File: config.mk
export PLATFORM = sky130hd
export DESIGN_NAME = rpn_stack_evaluator_core_flat
export DESIGN_NICKNAME = d
export VERILOG_FILES = /design/src/rtl/core/rpn_pkg.sv /design/src/rtl/core/rpn_intf.sv /design/src/rtl/core/rpn_stack_evaluator_core.sv /design/src/flat_wrapper.sv
export SDC_FILE = /design/constraint.sdc
export NUM_CORES = 2
export LEC_CHECK = 0
export BUFFER_PORTS_ARGS = -buffer_cell sky130_fd_sc_hd__buf_4
export CAP_MARGIN = 15
export CORE_MARGIN = 2
export CORE_UTILIZATION = 60
export CTS_CLUSTER_DIAMETER = 80
export DETAILED_ROUTE_END_ITERATION = 16
export PLACE_DENSITY = 0.88
export SLEW_MARGIN = 20
export SYNTH_ARGS = -nofsm -noshare
export SYNTH_HDL_FRONTEND = slang
export SYNTH_SLANG_ARGS = --single-unit
File: constraint.sdc
create_clock -name clock -period 10.48 [get_ports clock]
set_clock_uncertainty 0.1 [all_clocks]
set_input_delay 1.572 -clock clock [delete_from_list [all_inputs] [get_ports clock]]
set_output_delay 1.572 -clock clock [all_outputs]
set_load 0.01 [all_outputs]
File: src/rtl/core/rpn_pkg.sv
`default_nettype none
package rpn_pkg;

   localparam int STACK_DEPTH = 16;
   localparam int DATA_W      = 32;
   localparam int COUNT_W     = $clog2(STACK_DEPTH + 1);
   localparam int ADDR_W      = (STACK_DEPTH > 2) ? $clog2(STACK_DEPTH) : 1;

   typedef enum logic [1:0] {
      TOKEN_OPERAND = 2'd0,
      TOKEN_ADD     = 2'd1,
      TOKEN_SUB     = 2'd2,
      TOKEN_MUL     = 2'd3
   } token_kind_type;

   typedef enum logic [1:0] {
      STATUS_OK        = 2'd0,
      STATUS_UNDERFLOW = 2'd1,
      STATUS_OVERFLOW  = 2'd2,
      STATUS_EMPTY     = 2'd3
   } status_type;

   typedef logic [DATA_W-1:0] data_type;

   typedef struct packed {
      data_type   result_value;
      status_type status;
   } rsp_item_type;

endpackage
`default_nettype wire

File: src/rtl/core/rpn_intf.sv
`default_nettype none
interface rpn_req_if;
   import rpn_pkg::*;

   logic                     valid;
   logic                     ready;
   logic [1:0]               req_type;
   logic signed [DATA_W-1:0] operand_value;
   logic                     last_token;

   modport source (output valid, output req_type, output operand_value,
                   output last_token, input ready);
   modport sink   (input valid, input req_type, input operand_value,
                   input last_token, output ready);
endinterface

interface rpn_rsp_if;
   import rpn_pkg::*;

   logic                     valid;
   logic                     ready;
   logic signed [DATA_W-1:0] result_value;
   logic [1:0]               status;

   modport source (output valid, output result_value, output status, input ready);
   modport sink   (input valid, input result_value, input status, output ready);
endinterface
`default_nettype wire

File: src/rtl/core/rpn_stack_evaluator_core.sv
// the result of a last-token request enters the output buffer on acceptance
// throughput: one request per cycle unless the output buffer is full;
// top two stack entries live in registers, deeper entries in a one-port-write,
// one-port-read memory with registered read; a two-entry output buffer keeps
// requests flowing while a result waits; reset (synchronous): clears stack
// count, error latch and output valids; stack memory is never cleared
`default_nettype none
module rpn_stack_evaluator_core (
   input  wire logic   clock,
   input  wire logic   reset,
   rpn_req_if.sink     req_bus,
   rpn_rsp_if.source   rsp_bus
);
   import rpn_pkg::*;

   data_type               stack_mem [STACK_DEPTH];

   logic [COUNT_W-1:0]     cnt_ff, cnt_in;
   data_type               tos_ff, tos_in;
   data_type               nos_ff, nos_in;
   status_type             err_ff, err_in;

   logic                   mem_we;
   logic [ADDR_W-1:0]      mem_waddr, mem_raddr;
   logic [COUNT_W-1:0]     wr_idx, rd_idx;
   data_type               rd_data_ff;
   logic                   fwd_ff, fwd_in;
   data_type               fwd_data_ff;
   data_type               third;

   rsp_item_type           out0_ff, out0_in, out1_ff, out1_in, new_item;
   logic                   v0_ff, v0_in, v1_ff, v1_in;
   logic                   push, pop;

   logic                   accept;
   token_kind_type         kind;
   data_type               alu;
   status_type             tok_err, err_next;

   assign accept  = req_bus.valid && req_bus.ready;
   assign kind    = token_kind_type'(req_bus.req_type);
   assign third   = fwd_ff ? fwd_data_ff : rd_data_ff;

   assign wr_idx    = cnt_ff - COUNT_W'(2);
   assign mem_waddr = wr_idx[ADDR_W-1:0];
   assign rd_idx    = cnt_in - COUNT_W'(3);
   assign mem_raddr = rd_idx[ADDR_W-1:0];
   assign fwd_in    = mem_we && (mem_waddr == mem_raddr);

   always_comb begin
      unique case (kind)
         TOKEN_ADD:     alu = nos_ff + tos_ff;
         TOKEN_SUB:     alu = nos_ff - tos_ff;
         TOKEN_MUL:     alu = nos_ff * tos_ff;
         TOKEN_OPERAND: alu = '0;
      endcase
   end

   // stack update
   always_comb begin
      cnt_in   = cnt_ff;
      tos_in   = tos_ff;
      nos_in   = nos_ff;
      err_in   = err_ff;
      mem_we   = 1'b0;
      tok_err  = STATUS_OK;
      err_next = err_ff;
      push     = 1'b0;
      new_item = '{result_value: '0, status: STATUS_OK};
      if (accept) begin
         if (kind == TOKEN_OPERAND) begin
            if (cnt_ff == COUNT_W'(STACK_DEPTH)) begin
               tok_err = STATUS_OVERFLOW;
            end else begin
               tos_in = data_type'(req_bus.operand_value);
               nos_in = tos_ff;
               mem_we = (cnt_ff >= COUNT_W'(2));
               cnt_in = cnt_ff + COUNT_W'(1);
            end
         end else begin
            if (cnt_ff < COUNT_W'(2)) begin
               tok_err = STATUS_UNDERFLOW;
            end else begin
               tos_in = alu;
               nos_in = third;
               cnt_in = cnt_ff - COUNT_W'(1);
            end
         end
         err_next = (err_ff != STATUS_OK) ? err_ff : tok_err;
         if (req_bus.last_token) begin
            push = 1'b1;
            if (cnt_in != '0) begin
               new_item = '{result_value: tos_in, status: err_next};
            end else begin
               new_item = '{result_value: '0,
                            status: (err_next == STATUS_OK) ? STATUS_EMPTY : err_next};
            end
            cnt_in = '0;
            err_in = STATUS_OK;
         end else begin
            err_in = err_next;
         end
      end
   end

   // output buffer
   assign pop = v0_ff && rsp_bus.ready;

   always_comb begin
      out0_in = out0_ff;
      out1_in = out1_ff;
      v0_in   = v0_ff;
      v1_in   = v1_ff;
      if (!v0_ff || pop) begin
         if (v1_ff) begin
            out0_in = out1_ff;
            v0_in   = 1'b1;
            v1_in   = push;
            out1_in = new_item;
         end else begin
            v0_in   = push;
            out0_in = new_item;
            v1_in   = 1'b0;
         end
      end else if (push) begin
         out1_in = new_item;
         v1_in   = 1'b1;
      end
   end

   assign req_bus.ready        = !v1_ff;
   assign rsp_bus.valid        = v0_ff;
   assign rsp_bus.result_value = out0_ff.result_value;
   assign rsp_bus.status       = out0_ff.status;

   always_ff @(posedge clock) begin
      if (reset) begin
         cnt_ff <= '0;
         err_ff <= STATUS_OK;
         v0_ff  <= 1'b0;
         v1_ff  <= 1'b0;
      end else begin
         cnt_ff <= cnt_in;
         err_ff <= err_in;
         v0_ff  <= v0_in;
         v1_ff  <= v1_in;
      end
   end

   always_ff @(posedge clock) begin
      tos_ff      <= tos_in;
      nos_ff      <= nos_in;
      out0_ff     <= out0_in;
      out1_ff     <= out1_in;
      fwd_ff      <= fwd_in;
      fwd_data_ff <= nos_ff;
   end

   // stack memory, entries below the top two
   always_ff @(posedge clock) begin
      if (mem_we) begin
         stack_mem[mem_waddr] <= nos_ff;
      end
      rd_data_ff <= stack_mem[mem_raddr];
   end

endmodule
`default_nettype wire

File: src/flat_wrapper.sv
// flat-port wrapper written by rule: the top's interface ports become plain ports
module rpn_stack_evaluator_core_flat import rpn_pkg::*;
  (clock, reset, req_bus_valid, req_bus_req_type, req_bus_operand_value, req_bus_last_token, req_bus_ready, rsp_bus_valid, rsp_bus_result_value, rsp_bus_status, rsp_bus_ready);
  rpn_req_if req_bus_i ();
  rpn_rsp_if rsp_bus_i ();
  input  wire logic clock;
  input  wire logic reset;
  input wire logic [$bits(req_bus_i.valid)-1:0] req_bus_valid;
  input wire logic [$bits(req_bus_i.req_type)-1:0] req_bus_req_type;
  input wire logic [$bits(req_bus_i.operand_value)-1:0] req_bus_operand_value;
  input wire logic [$bits(req_bus_i.last_token)-1:0] req_bus_last_token;
  output wire logic [$bits(req_bus_i.ready)-1:0] req_bus_ready;
  output wire logic [$bits(rsp_bus_i.valid)-1:0] rsp_bus_valid;
  output wire logic [$bits(rsp_bus_i.result_value)-1:0] rsp_bus_result_value;
  output wire logic [$bits(rsp_bus_i.status)-1:0] rsp_bus_status;
  input wire logic [$bits(rsp_bus_i.ready)-1:0] rsp_bus_ready;
  assign req_bus_i.valid = req_bus_valid;
  assign req_bus_i.req_type = req_bus_req_type;
  assign req_bus_i.operand_value = req_bus_operand_value;
  assign req_bus_i.last_token = req_bus_last_token;
  assign req_bus_ready = req_bus_i.ready;
  assign rsp_bus_valid = rsp_bus_i.valid;
  assign rsp_bus_result_value = rsp_bus_i.result_value;
  assign rsp_bus_status = rsp_bus_i.status;
  assign rsp_bus_i.ready = rsp_bus_ready;
  rpn_stack_evaluator_core u_core (.clock(clock), .reset(reset), .req_bus(req_bus_i), .rsp_bus(rsp_bus_i));
endmodule
==> summary.md <==
| Metric | Value |
|---|---|
| DRC | 0 |
| Share of post-route cells with drive strength above 1 | 0.1363 |
| Post-synth EDFFs | around 640 |
| Chip Height | between 200 and 300 um |
| Unrepaired setup endpoints after global routing | no |
| Clock Sink Count | just over 700 |
| H-tree depth | 3 |
| Clock-pin slew on the worst setup and hold paths | 0.06 ns |
| Synth Area per Inst | roughly 13 um2 |
| Initial antenna violation count | 6 |
| Clk buf depth | 3 |
| Total global-route track usage | 0.3366 |
| Root Driver | clkbuf_16 |
| Tightest Pin Transition | around 1.2 ns |
| WL/cell | between 20 and 30 um |
| Post-synthesis cell type count | a little over 80 |
| Fin nets | between 4000 and 5000 |
| Post-route minimum period | approximately 9.3 ns |
| Worst-path maximum fanout | 23 |
| Seq/Total Area, Yosys | 0.4585 |
| Vias | 30190 |
| First-pass GRT wire length | slightly below 200000 um |
| Max-slew violation count | 0 |
| WS Path Type | flip-flop to flip-flop |
| Min-Delay Path Class | flip-flop to flip-flop |
| Detail Route Antenna Nets | 0 |
| Total global routing overflow | 0 |
| Area Growth Syn to Fin | 9.569% |
| Via density | 6.643 |
| DRT Wirelength | ~130000 um |
| Netlist Area Pre-Place | approximately 0.045 mm2 |
| DP Wirelength | around 79000 um |
| Syn nets | between 4000 and 5000 |
| Post-cts sizing count | 0 |
| DR pass1 iterations | 9 |
| Die area | slightly below 0.08 mm2 |
| Outcome | completed |
| Critical path required time | approximately 11 ns |
| CTS buffer count | 72 |
| Initial Utilization | 0.6079 |
| Critical Path, Cell by Cell | buf_4, and2_1, fa_1, fa_1, inv_1, fa_1, fa_1, inv_1, fa_1, fa_1, fa_1, fa_1, ha_1, a21oi_1, o211ai_1, a2111oi_0, o21ai_0, o221ai_1, xnor2_1, a221oi_1, o21ai_1 |
| Peak Freq | roughly 0.11 GHz |
| CTS tree | built |
| Share of flip-flops with an asynchronous set or reset | 0 |
| Final setup viols | 0 |
| Worst path bufs/invs | 3 |
| I/O pins | 75 |
| Most used cell, CP | fa_1 |
| Slowest CP cell | edfxtp_1 |
| Routability cong. | about 0.96 |
| Max cap viols | 0 |
| Post CTS Setup Buffer Count | 0 |
| Port buffer count | 74 |
| CTS Hold Buffers Added | 0 |
| Reg2Reg Setup Slack | approximately 1.2 ns |
| Cell family with most CP delay | adder cells |
| Setup crit start kind | flip-flop |
| Largest net degree at the start of global routing | 130 |
| Die X-Extent | 279.1 um |
| Post-synth top flop | edfxtp_1 |
| Data arrival time of the critical path | roughly 9.6 ns |
| Drt initial violations | about 4000 |
| Yosys reg bits | about 700 |
| Final setup TNS | 0 ns |
| Row count | 100 |
| Core Footprint | 0.07470 mm2 |
| Rel. slew slack | 0.1714 |
| Worst skew pair latency | roughly 0.65 ns |
| Synth warnings | 0 |
| Critical Path Max Stage Delay | 1.05 ns |
| Fin. Hold Viols | 0 |
| Vias in the first global route | approximately 32000 |
| Post-Syn Instances | 3468 |
| Final period utilization | 0.8873 |
| Crit end category | flip-flop |
## through the flow
stage          worst slack (ns)  hold WS (ns)  utilization  cells  instance area [um2]
2_1_floorplan             3.076        0.3985            -   3468                45410
3_3_place_gp              2.163        0.4045       0.6313   4401                47160
3_5_place_dp              2.142        0.4089       0.6323   4404                47230
4_1_cts                   2.029        0.4015       0.6652   4538                49690
5_1_grt                  0.9444        0.4202       0.6660   4542                49750
6_report                  1.181        0.3911       0.6661   4545                49760
## worst paths after layout
path,start,to,depth (start not counted)
setup / recovery,u_core.nos_ff[11]$_DFFE_PP_,u_core.rsp_bus.result_value[31]$_DFFE_PN_,21
hold / removal,u_core.out1_ff[12]$_DFFE_PP_,u_core.rsp_bus.result_value[10]$_DFFE_PN_,1
setup reg to reg,u_core.nos_ff[11]$_DFFE_PP_,u_core.rsp_bus.result_value[31]$_DFFE_PN_,21
hold reg to reg,u_core.out1_ff[12]$_DFFE_PP_,u_core.rsp_bus.result_value[10]$_DFFE_PN_,1
## worst register-to-register path, stage by stage, from the launching register on
cell and delay (ns):
edfxtp_1 1.05, buf_4 0.43, and2_1 0.58, fa_1 0.61, fa_1 0.55, inv_1 0.05, fa_1 0.47, fa_1 0.54
inv_1 0.07, fa_1 0.64, fa_1 0.46, fa_1 0.52, fa_1 0.42, ha_1 0.38, a21oi_1 0.27, o211ai_1 0.19
a2111oi_0 0.56, o21ai_0 0.17, o221ai_1 0.31, xnor2_1 0.12, a221oi_1 0.40, o21ai_1 0.11
## cell type report
type,instances,area [um2]
fill,4716,24940
multi-input combinational,2153,22430
sequential,718,20820
clock buffer,87,1982
inverter,410,1546
timing repair buffer,158,1276
tap,969,1212
clock inverter,47,479.2
antenna,3,7.507
## metal layers
metal	global-route usage	up-vias	part of all wire
li1	-	12010	-
met1	0.4252	14930	0.34
met2	0.5179	2564	0.46
met3	0.09380	690	0.13
met4	0.2123	6	0.070
met5	0	-	0.00029
## flip-flops by register name, summed over array words and instances, names as in the netlist
| register | cells |
|---|---|
| u_core.rd_data_ff | 32 |
| u_core.rsp_bus.result_value | 32 |
| u_core.err_ff | 2 |
| u_core.tos_ff | 32 |
| u_core.v1_ff | 1 |
| u_core.rsp_bus.valid | 1 |
| u_core.fwd_ff | 1 |
| u_core.fwd_data_ff | 32 |
| u_core.out1_ff | 34 |
| u_core.rsp_bus.status | 2 |
| u_core.nos_ff | 32 |
| u_core.stack_mem | 512 |
| u_core.cnt_ff | 5 |
## logic make-up after synthesis
family / after synthesis / share of synthesized area
AND/OR/NAND/NOR: 878 / 0.09704
multiplexers: 198 / 0.08773
XOR/XNOR: 134 / 0.02656
AO/OA/AOI/OAI: 369 / 0.05296
buffers and inverters: 597 / 0.05147
flip-flops: 718 / 0.4585
adder cells (fa/ha/maj): 574 / 0.2258
## Yosys cell counts, drive strengths merged (4+ instances only)
library cell  instances  share of area
o21a                 12         0.0020
o22ai                15         0.0021
and2                323          0.044
dfxtp                74          0.033
xor2                 45         0.0087
o21ai                87         0.0096
a22oi                11         0.0019
a211oi               16         0.0026
inv                 410          0.034
nor3b                 6        0.00099
o21bai                6         0.0012
a21oi                85         0.0096
mux4                160          0.079
and3                  7         0.0011
or2                   6        0.00083
clkbuf              160          0.013
or3                   9         0.0012
or4                   5        0.00083
a31oi                14         0.0019
nand4                 6        0.00083
xnor2                88          0.017
ha                  165          0.045
mux2i                38         0.0084
a22o                  7         0.0014
nand2               338          0.028
o211ai               11         0.0018
buf                  27         0.0044
a21o                 45         0.0074
nor4                  7         0.0011
nor3                 27         0.0030
fa                  409           0.18
a221oi                8         0.0015
nor2                100         0.0083
nand3                20         0.0022
edfxtp              644           0.43
o31ai                16         0.0026
nand2b               10         0.0015
nor2b                 7        0.00096
a31o                  4        0.00077
## layout by cell type (no fill, tap or decap), types with 6 or more instances in the layout
cell,instances
nor3_1,27
o22ai_1,15
xor2_1,44
o21a_1,12
o211ai_1,11
and3_1,6
nor2b_1,7
nand2_1,337
xnor2_1,87
nor2_1,82
mux4_2,160
a22o_1,7
fa_1,409
ha_1,164
a211oi_1,16
o21ai_1,6
clkbuf_1,6
a31oi_1,14
or3_1,9
nand3_1,20
mux2i_1,38
o31ai_1,16
dfxtp_1,73
nor4_1,6
nor3b_1,6
clkbuf_8,6
nand4_1,6
a21o_1,45
clkinv_2,20
buf_4,150
inv_1,409
a221oi_1,8
o21ai_0,80
nand2b_1,8
clkbuf_16,75
and2_1,322
a22oi_1,10
edfxtp_1,644
nor2_4,18
a21oi_1,84
Power is not shown: default switching activity piles up to over one toggle a cycle in this logic, so the estimate is an artifact.
